===== src/rtl/spm_pkg.sv =====
// Shared types and codes of the slotted page space manager.
// No dependencies; every other file except spm_if imports this package.
package spm_pkg;

  localparam int MAX_SLOTS_DEF    = 32;
  localparam int HEADER_BYTES_DEF = 24;
  localparam logic [15:0] PAGE_SIZE_RST = 16'd4096;
  localparam logic [17:0] DIR_ENTRY_BYTES = 18'd4;

  localparam logic [2:0] KIND_INIT   = 3'd0;
  localparam logic [2:0] KIND_INSERT = 3'd1;
  localparam logic [2:0] KIND_GET    = 3'd2;
  localparam logic [2:0] KIND_UPDATE = 3'd3;
  localparam logic [2:0] KIND_ERASE  = 3'd4;

  localparam logic [2:0] ST_OK       = 3'd0;
  localparam logic [2:0] ST_INVALID  = 3'd1;
  localparam logic [2:0] ST_NOTFOUND = 3'd2;
  localparam logic [2:0] ST_NOSPACE  = 3'd3;
  localparam logic [2:0] ST_CORRUPT  = 3'd4;

  typedef enum logic [2:0] {
    RS_ERR, RS_ALLOC, RS_GET, RS_ERASE, RS_INPL, RS_MOVE
  } res_sel_t;

  typedef struct packed {
    logic       latch_in;
    logic       init;
    logic       rd_en;
    logic       rd_slot;     // read address from slot field, else from index
    logic       idx_clr;
    logic       scan_chk;    // look for the first tombstone
    logic       cmp_start;
    logic       pass_clr;
    logic       pass_chk;
    logic       take_best;
    logic       mv_commit;
    logic       cmp_finish;
    logic       alloc;
    logic       erase_wr;
    logic       inpl_wr;
    logic       emit;
    res_sel_t   res;
    logic [2:0] status;
  } cmd_t;

  typedef struct packed {
    logic [2:0] kind;
    logic       len_zero;
    logic       idx_end;
    logic       found;
    logic       full;
    logic       short_ins;
    logic       short_upd;
    logic       slot_oor;
    logic       rd_len_zero;
    logic       corrupt;
    logic       fits;
    logic       best_v;
    logic       best_bad;
    logic       out_busy;
  } sts_t;

endpackage


===== src/rtl/spm_if.sv =====
// Valid/ready channel interfaces for commands and results.
// Depends on nothing.
interface spm_in_if;
  logic        valid;
  logic        ready;
  logic [2:0]  kind;
  logic [15:0] slot;
  logic [15:0] length;
  modport source (output valid, kind, slot, length, input ready);
  modport sink   (input valid, kind, slot, length, output ready);
endinterface

interface spm_out_if;
  logic        valid;
  logic        ready;
  logic        result_kind;
  logic [2:0]  status;
  logic [5:0]  slot_out;
  logic [15:0] offset;
  logic [15:0] length_out;
  logic [15:0] move_from;
  logic        last;
  modport source (output valid, result_kind, status, slot_out, offset, length_out,
                  move_from, last, input ready);
  modport sink   (input valid, result_kind, status, slot_out, offset, length_out,
                  move_from, last, output ready);
endinterface


===== src/rtl/spm_dp.sv =====
// Datapath: page registers, slot directory memories, compaction cursor, result register.
// Depends on spm_pkg; driven by spm_ctrl commands.
module spm_dp import spm_pkg::*; #(
  parameter int MAX_SLOTS    = MAX_SLOTS_DEF,
  parameter int HEADER_BYTES = HEADER_BYTES_DEF
) (
  input  logic        clk,
  input  logic        rst_n,
  input  logic        cfg_we,
  input  logic [15:0] cfg_wdata,
  input  logic [2:0]  in_kind,
  input  logic [15:0] in_slot,
  input  logic [15:0] in_length,
  input  cmd_t        cmd,
  output sts_t        sts,
  input  logic        out_ready,
  output logic        out_valid,
  output logic        out_result_kind,
  output logic [2:0]  out_status,
  output logic [5:0]  out_slot_id,
  output logic [15:0] out_offset,
  output logic [15:0] out_length,
  output logic [15:0] out_move_from,
  output logic        out_last
);
  localparam int CW = $clog2(MAX_SLOTS + 1);
  localparam int AW = (MAX_SLOTS > 1) ? $clog2(MAX_SLOTS) : 1;
  localparam logic [15:0] HDR = 16'(HEADER_BYTES);

  logic [15:0] mem_off [MAX_SLOTS];
  logic [15:0] mem_len [MAX_SLOTS];

  logic [15:0] page_r, slot_r, len_r, free_off_r, free_bytes_r;
  logic [2:0]  kind_r;
  logic [CW-1:0] n_r, idx_r;
  logic [AW-1:0] rd_idx_r, fid_r, best_r;
  logic [15:0] rd_off_r, rd_len_r, best_off_r, best_len_r, cur_r;
  logic        found_r, best_v_r;
  logic [MAX_SLOTS-1:0] seen_r;

  logic        ov_r, ork_r, olast_r;
  logic [2:0]  ost_r;
  logic [5:0]  osl_r;
  logic [15:0] ooff_r, olen_r, ofrom_r;

  logic        ork_nxt, olast_nxt;
  logic [2:0]  ost_nxt;
  logic [5:0]  osl_nxt;
  logic [15:0] ooff_nxt, olen_nxt, ofrom_nxt;

  logic [AW-1:0] rd_addr, tgt;
  logic [16:0]   need;
  logic [17:0]   tot;
  logic          cand;

  assign rd_addr = cmd.rd_slot ? slot_r[AW-1:0] : idx_r[AW-1:0];
  assign tgt     = (kind_r == KIND_INSERT) ? (found_r ? fid_r : n_r[AW-1:0]) : slot_r[AW-1:0];
  // a new directory entry costs 4 bytes; reuse and relocation do not
  assign need    = {1'b0, len_r} +
                   ((kind_r == KIND_INSERT && !found_r) ? 17'(DIR_ENTRY_BYTES) : 17'd0);
  assign tot     = {2'b00, cur_r} + ({{(18-CW){1'b0}}, n_r} << 2);
  assign cand    = (rd_len_r != 16'd0) && !seen_r[rd_idx_r] &&
                   (!best_v_r || rd_off_r < best_off_r);

  always_comb begin
    sts.kind        = kind_r;
    sts.len_zero    = (len_r == 16'd0);
    sts.idx_end     = (idx_r >= n_r);
    sts.found       = found_r;
    sts.full        = (n_r >= CW'(MAX_SLOTS));
    sts.short_ins   = ({1'b0, free_bytes_r} < need);
    sts.short_upd   = (free_bytes_r < len_r);
    sts.slot_oor    = (slot_r >= {{(16-CW){1'b0}}, n_r});
    sts.rd_len_zero = (rd_len_r == 16'd0);
    sts.corrupt     = (rd_off_r < HDR) ||
                      (({1'b0, rd_off_r} + {1'b0, rd_len_r}) > {1'b0, page_r});
    sts.fits        = (len_r <= rd_len_r);
    sts.best_v      = best_v_r;
    sts.best_bad    = (best_off_r < HDR) ||
                      (({1'b0, best_off_r} + {1'b0, best_len_r}) > {1'b0, page_r});
    sts.out_busy    = ov_r && !out_ready;
  end

  // directory memories
  always_ff @(posedge clk) begin
    if (cmd.rd_en) begin
      rd_off_r <= mem_off[rd_addr];
      rd_len_r <= mem_len[rd_addr];
      rd_idx_r <= rd_addr;
    end
    if (cmd.alloc) begin
      mem_off[tgt] <= free_off_r;
      mem_len[tgt] <= len_r;
    end else if (cmd.erase_wr) begin
      mem_len[slot_r[AW-1:0]] <= 16'd0;
    end else if (cmd.inpl_wr) begin
      mem_len[slot_r[AW-1:0]] <= len_r;
    end else if (cmd.mv_commit) begin
      mem_off[best_r] <= cur_r;
    end
  end

  // page state
  always_ff @(posedge clk) begin
    if (!rst_n) begin
      page_r       <= PAGE_SIZE_RST;
      n_r          <= '0;
      free_off_r   <= HDR;
      free_bytes_r <= PAGE_SIZE_RST - HDR;
    end else begin
      if (cfg_we) page_r <= cfg_wdata;
      if (cmd.init) begin
        n_r          <= '0;
        free_off_r   <= HDR;
        free_bytes_r <= (page_r > HDR) ? page_r - HDR : 16'd0;
      end else if (cmd.alloc) begin
        free_off_r   <= free_off_r + len_r;
        free_bytes_r <= free_bytes_r - need[15:0];
        if (kind_r == KIND_INSERT && !found_r) n_r <= n_r + CW'(1);
      end else if (cmd.cmp_finish) begin
        free_off_r   <= cur_r;
        free_bytes_r <= ({2'b00, page_r} > tot) ? page_r - tot[15:0] : 16'd0;
      end
    end
  end

  // command latch, scan index and compaction registers
  always_ff @(posedge clk) begin
    if (cmd.latch_in) begin
      kind_r <= in_kind;
      slot_r <= in_slot;
      len_r  <= in_length;
    end
    if (cmd.idx_clr || cmd.pass_clr) idx_r <= '0;
    else if (cmd.rd_en && !cmd.rd_slot) idx_r <= idx_r + CW'(1);
    if (cmd.idx_clr) found_r <= 1'b0;
    else if (cmd.scan_chk && !found_r && rd_len_r == 16'd0) begin
      found_r <= 1'b1;
      fid_r   <= rd_idx_r;
    end
    if (cmd.cmp_start) begin
      seen_r <= '0;
      cur_r  <= HDR;
    end else begin
      if (cmd.take_best) seen_r[best_r] <= 1'b1;
      if (cmd.mv_commit) cur_r <= cur_r + best_len_r;
    end
    if (cmd.pass_clr) best_v_r <= 1'b0;
    else if (cmd.pass_chk && cand) begin
      best_v_r   <= 1'b1;
      best_r     <= rd_idx_r;
      best_off_r <= rd_off_r;
      best_len_r <= rd_len_r;
    end
  end

  // result register
  always_ff @(posedge clk) begin
    if (!rst_n) begin
      ov_r <= 1'b0;
    end else if (cmd.emit) begin
      ov_r <= 1'b1;
    end else if (out_ready) begin
      ov_r <= 1'b0;
    end
  end

  always_comb begin
    ork_nxt   = 1'b0;
    ost_nxt   = ST_OK;
    osl_nxt   = 6'd0;
    ooff_nxt  = 16'd0;
    olen_nxt  = 16'd0;
    ofrom_nxt = 16'd0;
    olast_nxt = 1'b1;
    unique case (cmd.res)
      RS_ERR:   ost_nxt = cmd.status;
      RS_ALLOC: begin
        osl_nxt = 6'(tgt); ooff_nxt = free_off_r; olen_nxt = len_r;
      end
      RS_GET: begin
        osl_nxt = slot_r[5:0]; ooff_nxt = rd_off_r; olen_nxt = rd_len_r;
      end
      RS_ERASE: osl_nxt = slot_r[5:0];
      RS_INPL: begin
        osl_nxt = slot_r[5:0]; ooff_nxt = rd_off_r; olen_nxt = len_r;
      end
      RS_MOVE: begin
        ork_nxt   = 1'b1;
        olast_nxt = 1'b0;
        osl_nxt   = 6'(best_r);
        ooff_nxt  = cur_r;
        olen_nxt  = best_len_r;
        ofrom_nxt = best_off_r;
      end
      default: ost_nxt = cmd.status;
    endcase
  end

  always_ff @(posedge clk) begin
    if (cmd.emit) begin
      ork_r   <= ork_nxt;
      ost_r   <= ost_nxt;
      osl_r   <= osl_nxt;
      ooff_r  <= ooff_nxt;
      olen_r  <= olen_nxt;
      ofrom_r <= ofrom_nxt;
      olast_r <= olast_nxt;
    end
  end

  assign out_valid       = ov_r;
  assign out_result_kind = ork_r;
  assign out_status      = ost_r;
  assign out_slot_id     = osl_r;
  assign out_offset      = ooff_r;
  assign out_length      = olen_r;
  assign out_move_from   = ofrom_r;
  assign out_last        = olast_r;
endmodule


===== src/rtl/spm_ctrl.sv =====
// Controller: command sequencing, directory scans and compaction passes.
// Depends on spm_pkg; drives spm_dp through cmd_t, reads back sts_t.
module spm_ctrl import spm_pkg::*; (
  input  logic clk,
  input  logic rst_n,
  input  logic in_valid,
  output logic in_ready,
  input  sts_t sts,
  output cmd_t cmd
);
  localparam logic [4:0] S_IDLE  = 5'd0;
  localparam logic [4:0] S_DISP  = 5'd1;
  localparam logic [4:0] S_ERR   = 5'd2;
  localparam logic [4:0] S_INIT  = 5'd3;
  localparam logic [4:0] S_FRD   = 5'd4;
  localparam logic [4:0] S_FCHK  = 5'd5;
  localparam logic [4:0] S_FDONE = 5'd6;
  localparam logic [4:0] S_SLOT  = 5'd7;
  localparam logic [4:0] S_GET   = 5'd8;
  localparam logic [4:0] S_ERASE = 5'd9;
  localparam logic [4:0] S_INPL  = 5'd10;
  localparam logic [4:0] S_ALLOC = 5'd11;
  localparam logic [4:0] S_CPI   = 5'd12;
  localparam logic [4:0] S_CRD   = 5'd13;
  localparam logic [4:0] S_CCHK  = 5'd14;
  localparam logic [4:0] S_CSEL  = 5'd15;
  localparam logic [4:0] S_CMOVE = 5'd16;
  localparam logic [4:0] S_CPOST = 5'd17;
  localparam logic [4:0] S_RDW   = 5'd18;

  logic [4:0] state_r, state_nxt;
  logic [2:0] err_r, err_nxt;

  assign in_ready = (state_r == S_IDLE);

  always_comb begin
    state_nxt = state_r;
    err_nxt   = err_r;
    cmd       = '0;
    cmd.res   = RS_ERR;
    unique case (state_r)
      S_IDLE: if (in_valid) begin
        cmd.latch_in = 1'b1;
        state_nxt    = S_DISP;
      end
      S_DISP: begin
        if (sts.kind == KIND_INIT) begin
          state_nxt = S_INIT;
        end else if (sts.kind == KIND_INSERT) begin
          if (sts.len_zero) begin
            err_nxt = ST_INVALID; state_nxt = S_ERR;
          end else begin
            cmd.idx_clr = 1'b1; state_nxt = S_FRD;
          end
        end else if (sts.kind == KIND_GET || sts.kind == KIND_UPDATE ||
                     sts.kind == KIND_ERASE) begin
          if (sts.slot_oor) begin
            err_nxt = ST_NOTFOUND; state_nxt = S_ERR;
          end else begin
            cmd.rd_en = 1'b1; cmd.rd_slot = 1'b1; state_nxt = S_RDW;
          end
        end else begin
          err_nxt = ST_INVALID; state_nxt = S_ERR;
        end
      end
      S_RDW: state_nxt = S_SLOT;
      S_ERR: if (!sts.out_busy) begin
        cmd.emit = 1'b1; cmd.status = err_r; state_nxt = S_IDLE;
      end
      S_INIT: if (!sts.out_busy) begin
        cmd.init = 1'b1; cmd.emit = 1'b1; cmd.status = ST_OK; state_nxt = S_IDLE;
      end
      S_FRD: begin
        if (sts.idx_end) state_nxt = S_FDONE;
        else begin
          cmd.rd_en = 1'b1; state_nxt = S_FCHK;
        end
      end
      S_FCHK: begin
        cmd.scan_chk = 1'b1; state_nxt = S_FRD;
      end
      S_FDONE: begin
        if (!sts.found && sts.full) begin
          err_nxt = ST_NOSPACE; state_nxt = S_ERR;
        end else if (sts.short_ins) begin
          cmd.cmp_start = 1'b1; state_nxt = S_CPI;
        end else state_nxt = S_ALLOC;
      end
      S_SLOT: begin
        if (sts.rd_len_zero) begin
          err_nxt = ST_NOTFOUND; state_nxt = S_ERR;
        end else if (sts.kind == KIND_GET) begin
          if (sts.corrupt) begin
            err_nxt = ST_CORRUPT; state_nxt = S_ERR;
          end else state_nxt = S_GET;
        end else if (sts.kind == KIND_ERASE) begin
          state_nxt = S_ERASE;
        end else if (sts.fits) begin
          state_nxt = S_INPL;
        end else if (sts.short_upd) begin
          cmd.cmp_start = 1'b1; state_nxt = S_CPI;
        end else state_nxt = S_ALLOC;
      end
      S_GET: if (!sts.out_busy) begin
        cmd.emit = 1'b1; cmd.res = RS_GET; state_nxt = S_IDLE;
      end
      S_ERASE: if (!sts.out_busy) begin
        cmd.erase_wr = 1'b1; cmd.emit = 1'b1; cmd.res = RS_ERASE; state_nxt = S_IDLE;
      end
      S_INPL: if (!sts.out_busy) begin
        cmd.inpl_wr = 1'b1; cmd.emit = 1'b1; cmd.res = RS_INPL; state_nxt = S_IDLE;
      end
      S_ALLOC: if (!sts.out_busy) begin
        cmd.alloc = 1'b1; cmd.emit = 1'b1; cmd.res = RS_ALLOC; state_nxt = S_IDLE;
      end
      S_CPI: begin
        cmd.pass_clr = 1'b1; state_nxt = S_CRD;
      end
      S_CRD: begin
        if (sts.idx_end) state_nxt = S_CSEL;
        else begin
          cmd.rd_en = 1'b1; state_nxt = S_CCHK;
        end
      end
      S_CCHK: begin
        cmd.pass_chk = 1'b1; state_nxt = S_CRD;
      end
      S_CSEL: begin
        if (!sts.best_v) begin
          cmd.cmp_finish = 1'b1; state_nxt = S_CPOST;
        end else begin
          cmd.take_best = 1'b1;
          // entries outside the page keep their offset and get no move
          state_nxt = sts.best_bad ? S_CPI : S_CMOVE;
        end
      end
      S_CMOVE: if (!sts.out_busy) begin
        cmd.mv_commit = 1'b1; cmd.emit = 1'b1; cmd.res = RS_MOVE; state_nxt = S_CPI;
      end
      S_CPOST: begin
        if ((sts.kind == KIND_INSERT) ? sts.short_ins : sts.short_upd) begin
          err_nxt = ST_NOSPACE; state_nxt = S_ERR;
        end else state_nxt = S_ALLOC;
      end
      default: state_nxt = S_IDLE;
    endcase
  end

  always_ff @(posedge clk) begin
    if (!rst_n) begin
      state_r <= S_IDLE;
      err_r   <= ST_OK;
    end else begin
      state_r <= state_nxt;
      err_r   <= err_nxt;
    end
  end
endmodule


===== src/rtl/slotted_page_space_manager_unit.sv =====
// Top level of the slotted page space manager: controller plus datapath.
// Depends on spm_pkg, spm_if, spm_ctrl and spm_dp.
//
//  channel  | direction | handshake          | payload
//  in_ch    | in        | valid/ready        | kind, slot, length
//  out_ch   | out       | valid/ready        | result_kind, status, slot_out, offset,
//           |           |                    | length_out, move_from, last
//  cfg      | in        | cfg_we (no wait)   | cfg_wdata = page bytes
//
// One command at a time. Insert adds a scan over every directory entry in use;
// a compaction makes one pass over the single-port directory memory per pick.
// A result waiting in the output register stalls only the next emit; reset is
// synchronous, active low, and needs no clearing pass.
module slotted_page_space_manager_unit import spm_pkg::*; #(
  parameter int MAX_SLOTS    = MAX_SLOTS_DEF,
  parameter int HEADER_BYTES = HEADER_BYTES_DEF
) (
  input  logic        clk,
  input  logic        rst_n,
  spm_in_if.sink      in_ch,
  spm_out_if.source   out_ch,
  input  logic        cfg_we,
  input  logic [15:0] cfg_wdata
);
  cmd_t cmd;
  sts_t sts;

  spm_ctrl u_ctrl (
    .clk      (clk),
    .rst_n    (rst_n),
    .in_valid (in_ch.valid),
    .in_ready (in_ch.ready),
    .sts      (sts),
    .cmd      (cmd)
  );

  spm_dp #(
    .MAX_SLOTS    (MAX_SLOTS),
    .HEADER_BYTES (HEADER_BYTES)
  ) u_dp (
    .clk             (clk),
    .rst_n           (rst_n),
    .cfg_we          (cfg_we),
    .cfg_wdata       (cfg_wdata),
    .in_kind         (in_ch.kind),
    .in_slot         (in_ch.slot),
    .in_length       (in_ch.length),
    .cmd             (cmd),
    .sts             (sts),
    .out_ready       (out_ch.ready),
    .out_valid       (out_ch.valid),
    .out_result_kind (out_ch.result_kind),
    .out_status      (out_ch.status),
    .out_slot_id     (out_ch.slot_out),
    .out_offset      (out_ch.offset),
    .out_length      (out_ch.length_out),
    .out_move_from   (out_ch.move_from),
    .out_last        (out_ch.last)
  );
endmodule


===== src/flat_wrapper.sv =====
// flat-port wrapper written by rule: the top's interface ports become plain ports
module slotted_page_space_manager_unit_flat import spm_pkg::*;
#(
  parameter int MAX_SLOTS    = MAX_SLOTS_DEF,
  parameter int HEADER_BYTES = HEADER_BYTES_DEF
)
  (clk, rst_n, cfg_we, cfg_wdata, in_ch_valid, in_ch_kind, in_ch_slot, in_ch_length, in_ch_ready, out_ch_valid, out_ch_result_kind, out_ch_status, out_ch_slot_out, out_ch_offset, out_ch_length_out, out_ch_move_from, out_ch_last, out_ch_ready);
  spm_in_if in_ch_i ();
  spm_out_if out_ch_i ();
  input  logic clk;
  input  logic rst_n;
  input  logic cfg_we;
  input  logic [15:0] cfg_wdata;
  input wire logic [$bits(in_ch_i.valid)-1:0] in_ch_valid;
  input wire logic [$bits(in_ch_i.kind)-1:0] in_ch_kind;
  input wire logic [$bits(in_ch_i.slot)-1:0] in_ch_slot;
  input wire logic [$bits(in_ch_i.length)-1:0] in_ch_length;
  output wire logic [$bits(in_ch_i.ready)-1:0] in_ch_ready;
  output wire logic [$bits(out_ch_i.valid)-1:0] out_ch_valid;
  output wire logic [$bits(out_ch_i.result_kind)-1:0] out_ch_result_kind;
  output wire logic [$bits(out_ch_i.status)-1:0] out_ch_status;
  output wire logic [$bits(out_ch_i.slot_out)-1:0] out_ch_slot_out;
  output wire logic [$bits(out_ch_i.offset)-1:0] out_ch_offset;
  output wire logic [$bits(out_ch_i.length_out)-1:0] out_ch_length_out;
  output wire logic [$bits(out_ch_i.move_from)-1:0] out_ch_move_from;
  output wire logic [$bits(out_ch_i.last)-1:0] out_ch_last;
  input wire logic [$bits(out_ch_i.ready)-1:0] out_ch_ready;
  assign in_ch_i.valid = in_ch_valid;
  assign in_ch_i.kind = in_ch_kind;
  assign in_ch_i.slot = in_ch_slot;
  assign in_ch_i.length = in_ch_length;
  assign in_ch_ready = in_ch_i.ready;
  assign out_ch_valid = out_ch_i.valid;
  assign out_ch_result_kind = out_ch_i.result_kind;
  assign out_ch_status = out_ch_i.status;
  assign out_ch_slot_out = out_ch_i.slot_out;
  assign out_ch_offset = out_ch_i.offset;
  assign out_ch_length_out = out_ch_i.length_out;
  assign out_ch_move_from = out_ch_i.move_from;
  assign out_ch_last = out_ch_i.last;
  assign out_ch_i.ready = out_ch_ready;
  slotted_page_space_manager_unit #(.MAX_SLOTS(MAX_SLOTS), .HEADER_BYTES(HEADER_BYTES)) u_core (.clk(clk), .rst_n(rst_n), .in_ch(in_ch_i), .out_ch(out_ch_i), .cfg_we(cfg_we), .cfg_wdata(cfg_wdata));
endmodule

===== config.mk =====
export PLATFORM = sky130hd
export DESIGN_NAME = slotted_page_space_manager_unit_flat
export DESIGN_NICKNAME = d
export VERILOG_FILES = /design/src/rtl/spm_pkg.sv /design/src/rtl/spm_if.sv /design/src/rtl/spm_dp.sv /design/src/rtl/spm_ctrl.sv /design/src/rtl/slotted_page_space_manager_unit.sv /design/src/flat_wrapper.sv
export SDC_FILE = /design/constraint.sdc
export NUM_CORES = 2
export LEC_CHECK = 0
export BUFFER_PORTS_ARGS = -buffer_cell sky130_fd_sc_hd__buf_2
export CORE_ASPECT_RATIO = 0.6
export CORE_UTILIZATION = 50
export DETAILED_ROUTE_END_ITERATION = 8
export GPL_ROUTABILITY_DRIVEN = 0
export GPL_TIMING_DRIVEN = 0
export PLACE_DENSITY = 0.66
export SLEW_MARGIN = 40
export SYNTH_ARGS = -nofsm -noshare
export SYNTH_HDL_FRONTEND = slang
export SYNTH_SLANG_ARGS = --single-unit

===== constraint.sdc =====
create_clock -name clk -period 7.1 [get_ports clk]
set_input_delay 0 -clock clk [delete_from_list [all_inputs] [get_ports clk]]
set_output_delay 0 -clock clk [all_outputs]
set_load 0.03 [all_outputs]

# ---- Yosys cells after proc, flatten, opt, wreduce, memory -nomap -nowiden
# Memories as Yosys holds them, arrays and structs flattened. A register that Yosys moved wholly into a read port is not among the register bits.
# Index checks and enable logic that the tools add are counted.
dict set report totals {
  wordCells 261
  mem_count 2
  ram_bits 1024
  in_bits 56
  ff_bits 260
}
dict set report classes {
  add_sub_neg 11
  magnitude_cmp 16
  bitwise_logic 6
  muxes 116
  n_reduce_logical 46
  eq_ne 37
}
# name words width rd rd_clocked_by_memory_dff write_ports line
set mem_list {}
lappend mem_list {u_core.u_dp.mem_len 32 16 1 1 1 spm_dp.sv:31} ;# logic [15:0] mem_len [MAX_SLOTS];
lappend mem_list {u_core.u_dp.mem_off 32 16 1 1 1 spm_dp.sv:30} ;# logic [15:0] mem_off [MAX_SLOTS];
# operator count
set op_table {}
lappend op_table {{2-to-1 mux 16 bit} 10}
lappend op_table {{one-hot mux 16 bit (3 select lines)} 2}
lappend op_table {{2-to-1 mux 5 bit} 18}
lappend op_table {{one-hot mux 5 bit (13 select lines)} 1}
lappend op_table {{2-to-1 mux 3 bit} 17}
lappend op_table {{2-to-1 mux 1 bit} 49}
lappend op_table {{equality test 5 x 4 -> 1 bit (second input constant)} 8}
lappend op_table {{adder 16 x 16 -> 17 bit} 2}
lappend op_table {{greater-than comparator 17 x 16 -> 1 bit} 2}
lappend op_table {{adder 16 bit} 2}
lappend op_table {{zero test 16 bit} 2}
lappend op_table {{less-than comparator 16 bit} 2}
lappend op_table {{less-than comparator 16 x 5 -> 1 bit (second input constant)} 2}
lappend op_table {{OR 32 bit} 1}
lappend op_table {{OR reduction 16 bit} 2}
lappend op_table {{subtractor 16 bit} 2}
lappend op_table {{2-to-1 mux 4 bit} 6}
lappend op_table {{equality test 5 x 3 -> 1 bit (second input constant)} 4}
lappend op_table {{one-hot mux 6 bit (3 select lines)} 1}
lappend op_table {{adder 16 x 3 -> 17 bit} 1}
lappend op_table {{adder 16 x 8 -> 17 bit} 1}
lappend op_table {{greater-than comparator 16 x 17 -> 1 bit} 1}
lappend op_table {{less-than comparator 16 x 17 -> 1 bit} 1}
lappend op_table {{greater-or-equal comparator 16 x 6 -> 1 bit} 1}
lappend op_table {{other kinds (43)} 94}

# ---- Logic depth before layout (Yosys ltp)
dict set report depth {
  ltp_word 11
  mapped_depth 21
}

# ---- Cells and area by module
# Synthesis repeated with hierarchy kept, for this count alone.
dict set report hier_totals {
  hier_cells 5303
  hier_area_um2 60770.8
}
# module area_per_inst_um2 n_inst cells_per_inst
set by_module_without_submodules {}
lappend by_module_without_submodules {spm_dp 59609.7 1 5141}
lappend by_module_without_submodules {spm_ctrl 1161.1 1 162}

# ---- Least setup slack after synthesis
# OpenSTA, ideal clock, no wires.
dict set report synth_path {
  path_type {reg2reg}
  startpoint {register u_core.u_dp.rd_idx_r[0]}
  endpoint {register u_core.u_dp.best_len_r[0], enable pin}
  setup_ns 0.477
  arrival_ns 4.654
  path_slack_ns 1.968
  period_less_slack_ns 5.132
  stages_incl_launch_ff 7
  path_cell_list {edfxtp_1 > clkbuf_1 > mux4_2 > mux4_2 > mux2i_1 > nand4_1 > nor3_1}
}
dict set report synth_via {
  elab_chain_len 7
}
# item line
set synth_lines {}
lappend synth_lines {{start, declared} spm_dp.sv:36} ;# logic [AW-1:0] rd_idx_r, fid_r, best_r;
lappend synth_lines {{start signal, assigned} spm_dp.sv:89} ;# rd_idx_r <= rd_addr;
lappend synth_lines {{binary-select mux 1 bit (select 5 bit)} spm_dp.sv:62} ;# assign cand = (rd_len_r != 16'd0) && !seen_r[rd_idx_r] &&
lappend synth_lines {{2-to-1 mux 1 bit (not written as such)} spm_dp.sv:62}
lappend synth_lines {{zero test 1 bit} spm_dp.sv:62}
lappend synth_lines {{logical AND 1 bit (2 in a row)} spm_dp.sv:62}
lappend synth_lines {{logical AND 1 bit} spm_dp.sv:149} ;# else if (cmd.pass_chk && cand) begin
lappend synth_lines {{AND reduction 2 bit (no source line)} n/a}
lappend synth_lines {{end signal, assigned} spm_dp.sv:153} ;# best_len_r <= rd_len_r;
lappend synth_lines {{end, declared} spm_dp.sv:37} ;# logic [15:0] rd_off_r, rd_len_r, best_off_r, best_len_r, cur_r;
# No other way between the ends. The select of a mux whose other input is x is not followed.
# A chain may end at the register's enable or synchronous reset.

# ---- Final worst setup path
dict set report layout_path {
  startpoint {register u_core.u_dp.kind_r[1]}
  endpoint {register u_core.u_dp.cur_r[9]}
}
dict set report layout_via {
  elab_chain_len 8
  word_cells_on_any_way 13
}
# item line
set layout_lines {}
lappend layout_lines {{start, declared} spm_dp.sv:34} ;# logic [2:0] kind_r;
lappend layout_lines {{start signal, assigned} spm_dp.sv:130} ;# kind_r <= in_kind;
lappend layout_lines {{equality test 3 x 1 -> 1 bit} spm_dp.sv:60} ;# ((kind_r == KIND_INSERT && !found_r) ? 17'(DIR_ENTRY_BYTES) : 17'd0);
lappend layout_lines {{logical AND 1 bit} spm_dp.sv:60}
lappend layout_lines {{2-to-1 mux 3 bit} spm_dp.sv:60}
lappend layout_lines {{adder 16 x 3 -> 17 bit} spm_dp.sv:59} ;# assign need = {1'b0, len_r} +
lappend layout_lines {{less-than comparator 16 x 17 -> 1 bit} spm_dp.sv:71} ;# sts.short_ins = ({1'b0, free_bytes_r} < need);
lappend layout_lines {{2-to-1 mux 1 bit} spm_ctrl.sv:85} ;# end else if (sts.short_ins) begin
lappend layout_lines {{2-to-1 mux 1 bit} spm_ctrl.sv:83} ;# if (!sts.found && sts.full) begin
lappend layout_lines {{one-hot mux 1 bit (2 select lines) (*)} spm_ctrl.sv:41} ;# unique case (state_r)
lappend layout_lines {{end signal, assigned} spm_dp.sv:146} ;# if (cmd.mv_commit) cur_r <= cur_r + best_len_r;
lappend layout_lines {{end, declared} spm_dp.sv:37}
# Mark *: on every way between the ends. The rest lies on a longest branch, timed or not.

==> impl_metrics.tcl <==
set metrics [dict create \
    slew_viol_final 0 \
    powerDensity_nw_per_um2 263 \
    cts_tree "yes" \
    synth.area.top_cells "edfxtp_1 (61%), nand2_1 (7.6%), ha_1 (4.1%), dfxtp_1 (4.0%), and3_1 (2.9%)" \
    reg_top3 "u_core.u_dp.mem_len: 512 flops, u_core.u_dp.mem_off: 512 flops, u_core.u_dp.seen_r: 32 flops" \
    path_clk_slew_ns 0.07 \
    clockBufferDepth 3 \
    cts-buffers-inserted 114 \
    ioPinCount 117 \
    dp_slack_ns 0.159 \
    crit_path_frequent_cell "ha_1" \
    crit_family "compound AO/OA/AOI/OAI gates" \
    syn_area_per_cell_um2 11.8 \
    worst_ep_required_time_ns 7.73 \
    tightest_slew_ns 1.03 \
    core-area_um2 117000 \
    yosysTopAreaCell "edfxtp_1" \
    drt-vias-per-instance 6.35 \
    yosys_warnings 0 \
    grt_overflow 0 \
    antenna_found_initial 8 \
    setup_viol 0 \
    post-route-period-util_pct 98.0 \
    failed_checks "design-rule violations" \
    worstSetupEndpointType "flop" \
    instances_no_fill 7088 \
    path_max_fanout 10 \
    die_x_um 445 \
    clock_sinks 1316 \
    start_kind "flop" \
    synth_top_area_share_pct 61.0 \
    port-buffer-count 114 \
    rrSetupSlack_ns 0.14 \
    syn_nets 5264 \
    fin_area_um2 68500 \
    worst_slack_ns 0.145 \
    nets 5659 \
    vias 45000 \
    drt_wl_total_um 204000 \
    drt-met1-wl_um 83600 \
    synth_cell_type_count 79 \
    fin_crit_ns 6.96 \
    fin_setup_tns_ns 0 \
    syn_inst 5006 \
    wire_per_inst_um 28.8 \
    ys_ff_latch 1316 \
    dr.pass1.iters 9 \
    maxCapViolations 0 \
    dpl.hpwl_um 149000 \
    die_h_um 268 \
    grt_max_degree 38 \
    top_layer_used "met5" \
    grtUsageTotal_pct 33.6 \
    post-synth-top-count-cell "nand2_1" \
    crit_buf_inv 5 \
    crit_arrival_ns 7.59 \
    grt_setup_unrepaired "no" \
    syn2layout_area_growth_pct 16.2 \
    cp_slowest_cell "o311ai_4" \
    dp_cells 6766 \
    seq_area_frac_synth_pct 65.0 \
    drive_above_1_share_pct 11.4 \
    synth-async-reset-ratio_pct 0 \
    timing.fmax_ghz 0.144 \
    synth-edff-count 1197 \
    start_util_pct 50.5 \
    critPathMaxStageDelay_ns 0.74 \
    critPathKind "reg -> reg" \
    rows 97 \
    clk-insertion-delay-late_ns 0.76 \
    syn_area_um2 59000 \
    die-area_um2 119000 \
    post_cts_buffers 0 \
    synthFlopType "edfxtp_1" \
    crit_chain "buf_2 -> or3b_2 -> clkbuf_1 -> clkbuf_1 -> nor2_2 -> ha_1 -> ha_1 -> nand3_1 -> nor2_1 -> nand4_1 -> xnor2_1 -> ha_1 -> a21oi_1 -> o21ai_0 -> o311ai_4 -> a21oi_1 -> o32ai_2 -> clkbuf_2 -> buf_2 -> nor2_1" \
    grt_pass1_vias 40200 \
    skew_ns 0.0272 \
    grt_pass1_wl_um 285000 \
    synth_commonest_cells "nand2_1 (1199), edfxtp_1 (1197), nor2_1 (290)" \
    hp-class "in -> reg" \
    p_leak_nw 25.6 \
    max_slew_margin_pct 31.1 \
    drc_errors 107 \
    vdd_drop_max_uv 216 \
    status "finished, violations left" \
    whs_ns 0.0405 \
    placed_area_um2 63400 \
    postRouteAntennaNets 0 \
    hold_viol 0 \
    cts-root-buf "clkbuf_16" \
    drt_iter0_drc 7844 \
    wl_met3_um 42000 \
    htreeDepth 3 \
    dr_wl_met2_um 73600 \
]
-- stage by stage --
stage	util (%)	power, mW
floorplan	-	10.3
global placement	52.7	11.1
detailed placement	54.3	11.3
CTS	58.5	17.9
global route	58.7	18.4
finish	58.7	18.0
-- routing by layer --
layer  up-vias  GRT usage [%]
li1      19300              -
met1     21900           50.5
met2      3498           39.9
met3       380           19.7
met4        14           7.97
met5         -           1.79
-- what timing repair did --
action / CTS / global route
setup endpoints to repair: 0 / 20
resized for setup: 0 / 2
hold endpoints to repair: 106 / 0
hold buffers: 97 / 0
-- final timing paths --
path / depth (start not counted) / endpoint / startpoint
worst min-delay path: 4 / u_core.u_dp.page_r[8] / cfg_wdata[8]
worst max register to register: 20 / u_core.u_dp.cur_r[9] / u_core.u_dp.kind_r[1]
worst max-delay path: 20 / u_core.u_dp.cur_r[9] / u_core.u_dp.kind_r[1]
worst min register to register: 2 / u_core.u_ctrl.err_r[1] / u_core.u_ctrl.err_r[1]
-- final cells by class --
class | count | area (um2)
Buffer | 260 | 1200
Multi-Input combinational cell | 3293 | 19900
Tap cell | 1584 | 1980
Clock buffer | 144 | 3050
Inverter | 137 | 515
Clock inverter | 72 | 875
Sequential cell | 1316 | 38300
Antenna cell | 3 | 7.51
Fill cell | 9334 | 48300
Timing Repair Buffer | 279 | 2660
-- worst register-to-register path, cell delays in order (launching register included) --
cell      delay, ns
edfxtp_1       0.43
buf_2          0.21
or3b_2         0.47
clkbuf_1       0.18
clkbuf_1       0.27
nor2_2         0.54
ha_1           0.37
ha_1           0.23
nand3_1        0.17
nor2_1         0.22
nand4_1        0.15
xnor2_1        0.20
ha_1           0.36
a21oi_1        0.21
o21ai_0        0.28
o311ai_4       0.75
a21oi_1        0.30
o32ai_2        0.37
clkbuf_2       0.52
buf_2          0.50
nor2_1         0.12
-- cells in the final DEF (no fill, tap or decap), drive strengths merged, types with 7 or more instances in the layout --
master and count:
nand2 1200, edfxtp 1197, clkbuf 309, nor2 290, buf 277, and3 272
a31oi 269, ha 195, a21oi 162, inv 139, o22ai 139, dfxtp 119
dlygate4sd3 97, o21ai 96, xnor2 88, nor4 56, nand3 49, nor3 48
clkinv 48, mux2i 42, a21o 31, a211oi 29, xor2 28, o21a 25
nand2b 24, nand4 24, nor2b 20, a22oi 19, o211ai 17, bufinv 17
a222oi 16, or3 15, o21bai 13, mux4 10, a221oi 10, o31a 8
or2 8, fa 7, nor3b 7
-- power breakdown --
group          internal (mW)  total [mW]  switching [mW]
registers               8.72        8.95           0.232
logic                  0.761        2.41            1.65
clock network           3.68        6.66            2.98
-- logic make-up (layout without fill, tap and decap cells) --
family	Yosys count	count (layout)	synth area share [%]
fa+ha+maj	202	202	4.38
flops	1316	1316	65.0
buf+inv	397	892	2.88
mux	53	53	1.14
compound gates	888	888	9.58
simple gates	2034	2034	15.3
other cells	0	3	0
xor+xnor	116	116	1.72
Power figures use the tool's default switching activity.
